==> src/rtl/core/xxh64_pkg.sv <==
// XXH64 stream hash: shared types, constants and micro-sequence tables.
// Used by xxh64_ctrl, xxh64_dp and xxh64_stream_hash; depends on nothing.
package xxh64_pkg;

    localparam logic [63:0] PRIME1 = 64'd11400714785074694791;
    localparam logic [63:0] PRIME2 = 64'd14029467366897019727;
    localparam logic [63:0] PRIME3 = 64'd1609587929392839161;
    localparam logic [63:0] PRIME4 = 64'd9650029242287828579;
    localparam logic [63:0] PRIME5 = 64'd2870177450012600261;

    localparam int STRIPE_BYTES = 32;
    localparam int IN_TDATA_W   = 72;

    typedef enum logic [4:0] {
        OP_NOP,
        OP_ABSORB,
        OP_PUBLISH,
        OP_LD_STRIPE,
        OP_LD_LANE,
        OP_ST_LANE,
        OP_LD_B8,
        OP_LD_B4,
        OP_LD_B1,
        OP_LD_H,
        OP_MUL0,
        OP_MUL1,
        OP_MUL2,
        OP_ROT,
        OP_ACC_ROT,
        OP_XH_ROT,
        OP_XSH,
        OP_H_ADD,
        OP_H_INIT,
        OP_H_LEN
    } op_t;

    typedef enum logic [2:0] {
        K_ZERO,
        K_P1,
        K_P2,
        K_P3,
        K_P4,
        K_P5
    } konst_t;

    typedef enum logic [2:0] {
        SEQ_STRIPE,
        SEQ_INIT,
        SEQ_LEN,
        SEQ_MERGE,
        SEQ_T8,
        SEQ_T4,
        SEQ_T1,
        SEQ_AVAL
    } seq_t;

    typedef struct packed {
        op_t         op;
        konst_t      konst;
        logic [6:0]  amt;
        logic [1:0]  lane;
    } cmd_t;

    typedef struct packed {
        logic [4:0]  fill;
        logic        long_mode;
        logic        stripe_full;
    } status_t;

    function automatic logic [63:0] konst_val(input konst_t k);
        logic [63:0] v;
        begin
            unique case (k)
                K_P1:    v = PRIME1;
                K_P2:    v = PRIME2;
                K_P3:    v = PRIME3;
                K_P4:    v = PRIME4;
                K_P5:    v = PRIME5;
                default: v = 64'd0;
            endcase
            return v;
        end
    endfunction

    function automatic logic [63:0] rotl64(input logic [63:0] x, input logic [6:0] a);
        logic [127:0] w;
        begin
            w = {x, x} << a;
            return w[127:64];
        end
    endfunction

    function automatic logic [63:0] lane_init(input logic [63:0] s, input logic [1:0] k);
        logic [63:0] v;
        begin
            unique case (k)
                2'd0:    v = s + PRIME1 + PRIME2;
                2'd1:    v = s + PRIME2;
                2'd2:    v = s;
                default: v = s - PRIME1;
            endcase
            return v;
        end
    endfunction

    function automatic logic [3:0] seq_len(input seq_t s);
        logic [3:0] n;
        begin
            unique case (s)
                SEQ_STRIPE: n = 4'd9;
                SEQ_INIT:   n = 4'd1;
                SEQ_LEN:    n = 4'd1;
                SEQ_MERGE:  n = 4'd13;
                SEQ_T8:     n = 4'd13;
                SEQ_T4:     n = 4'd9;
                SEQ_T1:     n = 4'd9;
                default:    n = 4'd10;
            endcase
            return n;
        end
    endfunction

    function automatic cmd_t mk(input op_t o, input konst_t k, input logic [6:0] a);
        cmd_t c;
        begin
            c.op    = o;
            c.konst = k;
            c.amt   = a;
            c.lane  = 2'd0;
            return c;
        end
    endfunction

    // three-step 64-bit product on a 32x32 multiplier; ph is 0..2
    function automatic cmd_t mul(input konst_t k, input logic [3:0] ph);
        op_t o;
        begin
            unique case (ph)
                4'd0:    o = OP_MUL0;
                4'd1:    o = OP_MUL1;
                default: o = OP_MUL2;
            endcase
            return mk(o, k, 7'd0);
        end
    endfunction

    function automatic cmd_t seq_cmd(input seq_t s, input logic [3:0] st);
        cmd_t c;
        begin
            c = mk(OP_NOP, K_ZERO, 7'd0);
            unique case (s)
                SEQ_STRIPE:
                begin
                    priority if (st == 4'd0) c = mk(OP_LD_STRIPE, K_ZERO, 7'd0);
                    else if (st <= 4'd3) c = mul(K_P2, st - 4'd1);
                    else if (st == 4'd4) c = mk(OP_ACC_ROT, K_ZERO, 7'd31);
                    else if (st <= 4'd7) c = mul(K_P1, st - 4'd5);
                    else c = mk(OP_ST_LANE, K_ZERO, 7'd0);
                end
                SEQ_INIT:
                begin
                    c = mk(OP_H_INIT, K_ZERO, 7'd0);
                end
                SEQ_LEN:
                begin
                    c = mk(OP_H_LEN, K_ZERO, 7'd0);
                end
                SEQ_MERGE, SEQ_T8:
                begin
                    priority if (st == 4'd0)
                        c = mk((s == SEQ_MERGE) ? OP_LD_LANE : OP_LD_B8, K_ZERO, 7'd0);
                    else if (st <= 4'd3) c = mul(K_P2, st - 4'd1);
                    else if (st == 4'd4) c = mk(OP_ROT, K_ZERO, 7'd31);
                    else if (st <= 4'd7) c = mul(K_P1, st - 4'd5);
                    else if (st == 4'd8)
                        c = mk(OP_XH_ROT, K_ZERO, (s == SEQ_MERGE) ? 7'd0 : 7'd27);
                    else if (st <= 4'd11) c = mul(K_P1, st - 4'd9);
                    else c = mk(OP_H_ADD, K_P4, 7'd0);
                end
                SEQ_T4:
                begin
                    priority if (st == 4'd0) c = mk(OP_LD_B4, K_ZERO, 7'd0);
                    else if (st <= 4'd3) c = mul(K_P1, st - 4'd1);
                    else if (st == 4'd4) c = mk(OP_XH_ROT, K_ZERO, 7'd23);
                    else if (st <= 4'd7) c = mul(K_P2, st - 4'd5);
                    else c = mk(OP_H_ADD, K_P3, 7'd0);
                end
                SEQ_T1:
                begin
                    priority if (st == 4'd0) c = mk(OP_LD_B1, K_ZERO, 7'd0);
                    else if (st <= 4'd3) c = mul(K_P5, st - 4'd1);
                    else if (st == 4'd4) c = mk(OP_XH_ROT, K_ZERO, 7'd11);
                    else if (st <= 4'd7) c = mul(K_P1, st - 4'd5);
                    else c = mk(OP_H_ADD, K_ZERO, 7'd0);
                end
                default:
                begin
                    priority if (st == 4'd0) c = mk(OP_LD_H, K_ZERO, 7'd0);
                    else if (st == 4'd1) c = mk(OP_XSH, K_ZERO, 7'd33);
                    else if (st <= 4'd4) c = mul(K_P2, st - 4'd2);
                    else if (st == 4'd5) c = mk(OP_XSH, K_ZERO, 7'd29);
                    else if (st <= 4'd8) c = mul(K_P3, st - 4'd6);
                    else c = mk(OP_XSH, K_ZERO, 7'd32);
                end
            endcase
            return c;
        end
    endfunction

endpackage

==> src/rtl/core/xxh64_ctrl.sv <==
// XXH64 controller: one-hot state machine that steps through the stripe,
// finalization and avalanche micro-sequences. Depends on xxh64_pkg.
module xxh64_ctrl (
    input  logic                 clk,
    input  logic                 rst_n,
    input  logic                 in_valid,
    input  logic                 in_last,
    output logic                 in_ready,
    output logic                 out_valid,
    input  logic                 out_ready,
    input  xxh64_pkg::status_t   status,
    output xxh64_pkg::cmd_t      cmd
);

    typedef enum logic [2:0] {
        ST_IDLE = 3'b001,
        ST_RUN  = 3'b010,
        ST_OUT  = 3'b100
    } state_t;

    state_t            state_reg, state_next;
    xxh64_pkg::seq_t   seq_reg, seq_next;
    logic [3:0]        step_reg, step_next;
    logic [1:0]        lane_reg, lane_next;
    logic              pend_last_reg, pend_last_next;
    logic              out_valid_reg, out_valid_next;
    logic              seq_done;
    logic              publish;
    xxh64_pkg::seq_t   tail_seq;
    logic              tail_go;

    assign in_ready  = (state_reg == ST_IDLE);
    assign out_valid = out_valid_reg;
    assign seq_done  = (step_reg == xxh64_pkg::seq_len(seq_reg) - 4'd1);
    assign publish   = (state_reg == ST_OUT) && (!out_valid_reg || out_ready);

    // pick the next tail piece from the bytes still buffered
    always_comb
    begin
        tail_go = 1'b1;
        priority if (status.fill >= 5'd8) tail_seq = xxh64_pkg::SEQ_T8;
        else if (status.fill >= 5'd4) tail_seq = xxh64_pkg::SEQ_T4;
        else if (status.fill != 5'd0) tail_seq = xxh64_pkg::SEQ_T1;
        else
        begin
            tail_seq = xxh64_pkg::SEQ_AVAL;
            tail_go = 1'b0;
        end
    end

    always_comb
    begin
        state_next     = state_reg;
        seq_next       = seq_reg;
        step_next      = step_reg;
        lane_next      = lane_reg;
        pend_last_next = pend_last_reg;
        out_valid_next = (out_valid_reg && !out_ready) || publish;
        cmd            = xxh64_pkg::mk(xxh64_pkg::OP_NOP, xxh64_pkg::K_ZERO, 7'd0);
        unique case (state_reg)
            ST_IDLE:
            begin
                if (in_valid)
                begin
                    cmd = xxh64_pkg::mk(xxh64_pkg::OP_ABSORB, xxh64_pkg::K_ZERO, 7'd0);
                    step_next = 4'd0;
                    lane_next = 2'd0;
                    pend_last_next = in_last;
                    if (status.stripe_full)
                    begin
                        state_next = ST_RUN;
                        seq_next = xxh64_pkg::SEQ_STRIPE;
                    end
                    else if (in_last)
                    begin
                        state_next = ST_RUN;
                        seq_next = xxh64_pkg::SEQ_INIT;
                    end
                end
            end
            ST_RUN:
            begin
                cmd = xxh64_pkg::seq_cmd(seq_reg, step_reg);
                cmd.lane = lane_reg;
                if (!seq_done)
                begin
                    step_next = step_reg + 4'd1;
                end
                else
                begin
                    step_next = 4'd0;
                    unique case (seq_reg)
                        xxh64_pkg::SEQ_STRIPE:
                        begin
                            lane_next = lane_reg + 2'd1;
                            if (lane_reg == 2'd3)
                            begin
                                if (pend_last_reg)
                                    seq_next = xxh64_pkg::SEQ_INIT;
                                else
                                    state_next = ST_IDLE;
                            end
                        end
                        xxh64_pkg::SEQ_INIT:
                        begin
                            lane_next = 2'd0;
                            if (status.long_mode)
                                seq_next = xxh64_pkg::SEQ_MERGE;
                            else
                                seq_next = xxh64_pkg::SEQ_LEN;
                        end
                        xxh64_pkg::SEQ_MERGE:
                        begin
                            lane_next = lane_reg + 2'd1;
                            // add the length only after all four lanes are merged
                            if (lane_reg == 2'd3)
                                seq_next = xxh64_pkg::SEQ_LEN;
                        end
                        xxh64_pkg::SEQ_AVAL:
                        begin
                            state_next = ST_OUT;
                        end
                        default:
                        begin
                            seq_next = tail_go ? tail_seq : xxh64_pkg::SEQ_AVAL;
                        end
                    endcase
                end
            end
            default:
            begin
                if (publish)
                begin
                    cmd = xxh64_pkg::mk(xxh64_pkg::OP_PUBLISH, xxh64_pkg::K_ZERO, 7'd0);
                    state_next = ST_IDLE;
                end
            end
        endcase
    end

    always_ff @(posedge clk or negedge rst_n)
    begin
        if (!rst_n)
        begin
            state_reg     <= ST_IDLE;
            seq_reg       <= xxh64_pkg::SEQ_STRIPE;
            step_reg      <= 4'd0;
            lane_reg      <= 2'd0;
            pend_last_reg <= 1'b0;
            out_valid_reg <= 1'b0;
        end
        else
        begin
            state_reg     <= state_next;
            seq_reg       <= seq_next;
            step_reg      <= step_next;
            lane_reg      <= lane_next;
            pend_last_reg <= pend_last_next;
            out_valid_reg <= out_valid_next;
        end
    end

endmodule

==> config.mk <==
export PLATFORM = sky130hd
export DESIGN_NAME = xxh64_ctrl
export DESIGN_NICKNAME = d
export VERILOG_FILES = /design/src/rtl/core/xxh64_pkg.sv /design/src/rtl/core/xxh64_ctrl.sv
export SDC_FILE = /design/constraint.sdc
export NUM_CORES = 1
export LEC_CHECK = 0
export BUFFER_PORTS_ARGS = -buffer_cell sky130_fd_sc_hd__clkbuf_2
export CAP_MARGIN = 20
export CORE_MARGIN = 2
export CORE_UTILIZATION = 40
export CTS_CLUSTER_SIZE = 24
export DETAILED_ROUTE_END_ITERATION = 10
export HOLD_SLACK_MARGIN = 0.12
export PLACE_DENSITY = 0.72
export SYNTH_ARGS = -nofsm -noshare
export SYNTH_HDL_FRONTEND = slang
export SYNTH_SLANG_ARGS = --single-unit
==> constraint.sdc <==
create_clock -name clk -period 1.9 [get_ports clk]
set_input_delay 0 -clock clk [delete_from_list [all_inputs] [get_ports clk]]
set_output_delay 0 -clock clk [all_outputs]
set_load 0.1 [all_outputs]
# --- Word-level counts from Yosys, hierarchy flattened ---
# Cells that the tools add are included.
op_classes:
  add_sub_neg: 8
  mul: 0
  n_div: 0
  magnitude_cmp: 7
  eq_ne: 31
  shift: 0
  mux: 68
  n_bitwise: 0
  n_reduce_logical: 25
op_table:
  columns: ["op", "n"]
  rows:
  - ["2-to-1 mux 17 bit", 21]
  - ["one-hot mux 17 bit (6 select lines)", 1]
  - ["one-hot mux 3 bit (2 select lines)", 8]
  - ["2-to-1 mux 3 bit", 15]
  - ["one-hot mux 17 bit (2 select lines)", 1]
  - ["2-to-1 mux 16 bit", 2]
  - ["== test 4 x 1 -> 1 bit, second input constant", 6]
  - ["zero test 4 bit", 6]
  - ["== test 3 bit, second input constant", 5]
  - ["2-to-1 mux 14 bit", 1]
  - ["2-to-1 mux 13 bit", 1]
  - ["inequality test 3 bit, second input constant", 4]
  - ["one-hot mux 3 bit (4 select lines)", 1]
  - ["one-hot mux 4 bit (3 select lines)", 1]
  - ["2-to-1 mux 2 bit", 5]
  - ["== test 3 x 2 -> 1 bit, second input constant", 3]
  - ["== test 4 x 3 -> 1 bit, second input constant", 2]
  - ["<= comparator 4 x 3 -> 1 bit, second input constant", 2]
  - ["<= comparator 4 bit, second input constant", 2]
  - ["2-to-1 mux 4 bit", 2]
  - ["one-hot mux 2 bit (2 select lines)", 2]
  - ["one-hot mux 4 bit (2 select lines)", 1]
  - ["AND reduction 8 bit", 1]
  - ["subtractor 4 x 1 -> 4 bit, second input constant", 2]
  - ["29 further kinds", 44]
totals:
  register_bits: 14
  latch_bits: 0
  ramBits: 0
  rom_bits: 0
  in_bits: 12
  out_inout_bits: 19
  elab_cells: 145
  n_memories: 0

# --- Longest topological paths before layout ---
logic_depth:
  word_depth: 11
  mapped_depth: 11
  ltp_nobuf: 8

# --- Least setup slack after synthesis ---
# No wires, ideal clock.
synth_path:
  path_kind: "reg-to-output"
  from: "register step_reg[2]"
  to: "output port cmd[13] in the netlist's numbering"
  t_arrival_ps: 4911
  required_time_ps: 1900
  slack_ps: -3011
  path_stages_with_launch: 10
  n_path_buf: 1
  cell_sequence: "dfrtp_1 -> clkbuf_1 -> inv_2 -> ha_1 -> a21boi_1 -> or3_1 -> a211o_1 -> o211ai_1 -> a21boi_0 -> o41ai_1"
synth_lines:
  columns: ["element", "line_no", "text"]
  rows:
  - ["from (decl)", "xxh64_ctrl.sv:23", "logic [3:0] step_reg, step_next;"]
  - ["from (signal assigned)", "xxh64_ctrl.sv:156", "step_reg <= step_next;"]
  - ["to (decl)", "xxh64_ctrl.sv:12", "output xxh64_pkg::cmd_t cmd"]

==> summary.md <==
| Metric | Value |
|---|---|
| Run status | `complete, but fails checks` |
| Failing checks | `negative setup slack` |
| # rows | `26` |
| Die area | `5706 sq um` |
| Fill cells | `320` |
| Io pins | `31` |
| Max VDD drop | `0.4720 mV` |
| RD Place Congestion | `0.9463` |
| Via count | `2,954` |
| Via-to-Cell Ratio | `6.245` |
| Initial Util | `40.86%` |
| CP startpoint kind | `flip-flop` |
| Vias in the first global route | `2,610` |
| Buf+Inv Stages, Crit Path | `3` |
| Max clock buf depth | `2` |
| Comb pwr share | `6.3%` |
| Final setup vio count | `24` |
| Setup TNS | `-5017 ps` |
| Switching power | `0.1355 mW` |
| Setup ws final | `-502.1 ps` |
| Synth unique cells | `67` |
| Element type at the critical path end | `primary output` |
| Sw Ratio | `21.39%` |
| Sequential area share after synthesis | `17.18%` |
| Drt wl/cell | `19.76 um` |
| Net Count, Synth | `321` |
| Hold Crit Class | `in2reg` |
| CP max FO | `19` |
| Final net count | `426` |
| Area grow syn2layout | `88.69%` |
| Drt total wl | `9.347 mm` |
| Syn Inst Count | `299` |
| Max incr delay on CP | `430 ps` |
| Largest register FFs | `4` |
| Multi-input gate area | `2063 sq um` |
| Initial antenna violation count | `0` |
| #FFs+latches synth | `14` |
| Fin crit share | `126.4%` |
| Seq pwr share | `47.1%` |
| Fin. Hold Viols | `0` |
| Primary FF master, synth | `dfrtp_1` |
| Register area | `356.6 sq um` |
| # diodes | `0` |
| Slew @ Worst Pin | `539.9 ps` |
| YS warnings | `0` |
| Worst-path cell chain | `buf_8, ha_2, buf_4, nor4bb_2, o21bai_1, o21ai_0, o21ai_0, a22oi_1, o21ai_4, buf_12` |
| PortBufs | `29` |
| GRT overflow | `0` |
| First-pass GRT wire length | `12.58 mm` |
| Die width | `75.54 um` |
| H-tree levels | `1` |
| Leak Pwr | `1.535 nW` |
| Most frequent cell on the critical path | `o21ai_0` |
| Asr flop ratio synth | `100.0%` |
| Layout cells sized above 1 | `53.35%` |
| Max_slew headroom | `64.16%` |
| R2r setup slk | `-150 ps` |
| Die height | `75.54 um` |
| Cell area after synthesis | `2047 sq um` |
| CP required | `1900 ps` |
| Max cap viols | `0` |
| Sink Count | `14` |
| WP data arrival | `2400 ps` |
| Clock Power Share | `46.6%` |
| Average size of a mapped cell | `6.846 sq um` |
| Clock root buffer master | `clkbuf_8` |
| Pwr Density | `164.0 nW/um^2` |
| Post-layout min period | `2402 ps` |
| RSZ-0062 raised after global routing | `yes` |
| Largest net degree at the start of global routing | `20` |
| TritonCTS clock tree | `yes` |
| CP delay by family, top | `compound AO/OA/AOI/OAI gates` |
| Total Routing Usage GR | `28.84%` |
| Antenna Nets Post-Route | `0` |
| Pre-antenna DRT Iters | `7` |
| Clock-pin slew on the worst setup and hold paths | `60 ps` |
| DP HPWL | `5.871 mm` |
| P_int | `0.4980 mW` |
| Core Area | `5010 sq um` |
| Skew final | `4.228 ps` |
| DRC violations left | `0` |
| CP max stage cell | `dfrtp_2` |
| Clock latency on the worst-skew pair | `250 ps` |
| EDFF count, synth | `0` |
| F_max | `416.3 MHz` |
| Total CTS buffers | `3` |
| Tot Pwr | `0.6335 mW` |
| Slew Viols, Final | `0` |
| Iter 0 DRT Violations | `408` |
| Critical path type | `reg2out` |
[cells in the mapped netlist, drive strengths merged (2+ instances only)]
master | instances | area [sq um]
clkbuf | 10 | 37.54
and2 | 3 | 18.77
o21a | 3 | 22.52
o221ai | 2 | 17.52
a21oi | 25 | 125.1
nand4 | 2 | 12.51
dfrtp | 13 | 325.3
a2111oi | 2 | 23.77
o32ai | 2 | 17.52
o31a | 2 | 17.52
nand3 | 9 | 45.04
a21boi | 2 | 15.02
o32a | 2 | 20.02
o31ai | 4 | 30.03
o21ai | 24 | 120.1
nor2 | 35 | 138.9
nor4 | 2 | 12.51
and3 | 2 | 12.51
nand3b | 2 | 15.01
a32oi | 2 | 17.52
mux2i | 2 | 20.02
a22oi | 3 | 22.52
nor3 | 12 | 76.33
a21o | 2 | 15.01
buf | 16 | 85.08
a31oi | 6 | 37.54
o22ai | 6 | 37.54
mux2 | 5 | 56.30
xnor2 | 3 | 26.28
nand2 | 33 | 123.9
nand2b | 9 | 56.30
inv | 11 | 41.29
ha | 10 | 125.1
nor2b | 6 | 37.54
a211oi | 2 | 15.01
o211ai | 4 | 30.03
[cell usage in the layout (no fill, tap or decap), drive strengths merged, types with 3 or more instances in the layout]
cell type,synthesis,final
buf,16,109
nor2,35,35
nand2,33,33
a21oi,25,25
o21ai,24,24
clkbuf,10,18
dfrtp,13,13
nor3,12,12
inv,11,11
ha,10,10
nand2b,9,9
nand3,9,9
nor2b,6,6
o22ai,6,6
a31oi,6,6
mux2,5,5
o31ai,4,4
o211ai,4,4
o21a,3,3
a22oi,3,3
and2,3,3
dlygate4sd3,0,3
xnor2,3,3
[final cells by class]
cell class / count / share of cell area (%)
Multi-Input combinational cell: 248 / 53.42
Timing Repair Buffer: 126 / 32.20
Tap cell: 70 / 2.268
Inverter: 11 / 1.458
Clock buffer: 4 / 1.425
Sequential cell: 14 / 9.232
[per-layer routing]
layer	track usage [%]	vias up	share of wire, %
li1	-	1303	-
met1	38.67	1359	37
met2	47.83	217	49
met3	2.646	75	9.3
met4	11.50	0	5.5
met5	0	-	0
[tightest hold or removal path, stage by stage]
cell and delay [ps]:
clkbuf_2 100, nor3_1 60, nand2_1 60, a2111o_1 130, nand3_2 50
[power groups by stage]
stage / sequential, mW / combinational [mW] / clock [mW]
final: 0.298 / 0.0398 / 0.295
after global routing: 0.298 / 0.0424 / 0.312
after CTS: 0.298 / 0.0379 / 0.304
after detailed placement: 0.304 / 0.0331 / 0
after global placement: 0.304 / 0.0321 / 0
after floorplan: 0.304 / 0.0155 / 0
[logic make-up after synthesis]
kind of cell | count (synthesis) | share of synthesized area, %
mux | 7 | 3.728
other cells | 1 | 0.1832
compound gates | 106 | 34.35
fa+ha+maj | 10 | 6.112
simple gates | 120 | 28.73
xor+xnor | 4 | 1.712
buf+inv | 37 | 8.007
flops | 14 | 17.18
[per-stage QoR]
| stage | util (%) | setup WS (ps) | instance area [sq um] | hold WS [ps] | instances |
|---|---|---|---|---|---|
| floorplan | - | -984.0 | 2435 | -295.6 | 299 |
| global placement | 66.26 | -349.4 | 3319 | -84.36 | 449 |
| detailed placement | 66.26 | -392.0 | 3319 | -71.23 | 449 |
| CTS | 71.35 | -471.9 | 3575 | 160.1 | 464 |
| global route | 77.10 | -558.3 | 3862 | 217.2 | 473 |
| finish | 77.10 | -502.1 | 3862 | 185.1 | 473 |
[what timing repair did]
action | CTS | global route
cloned | 0 | 1
endpoints found under the setup margin | 23 | 26
hold buffers | 3 | 0
pin swaps | 13 | 12
gates resized for setup | 33 | 43
buffers inserted | 8 | 8
hold endpoints to repair | 16 | 0
[final timing paths]
check / end / cells past startpoint / from
worst max-delay path: cmd[14] / 10 / step_reg[2]
worst min-delay path: seq_reg[1] / 5 / status[6]
worst max register to register: state_reg[2] / 7 / seq_reg[1]
worst min register to register: out_valid / 2 / out_valid
max in group asynchronous: state_reg[0] / 2 / rst_n
min in group asynchronous: lane_reg[0] / 2 / rst_n
(Power assumes the default switching activity.)
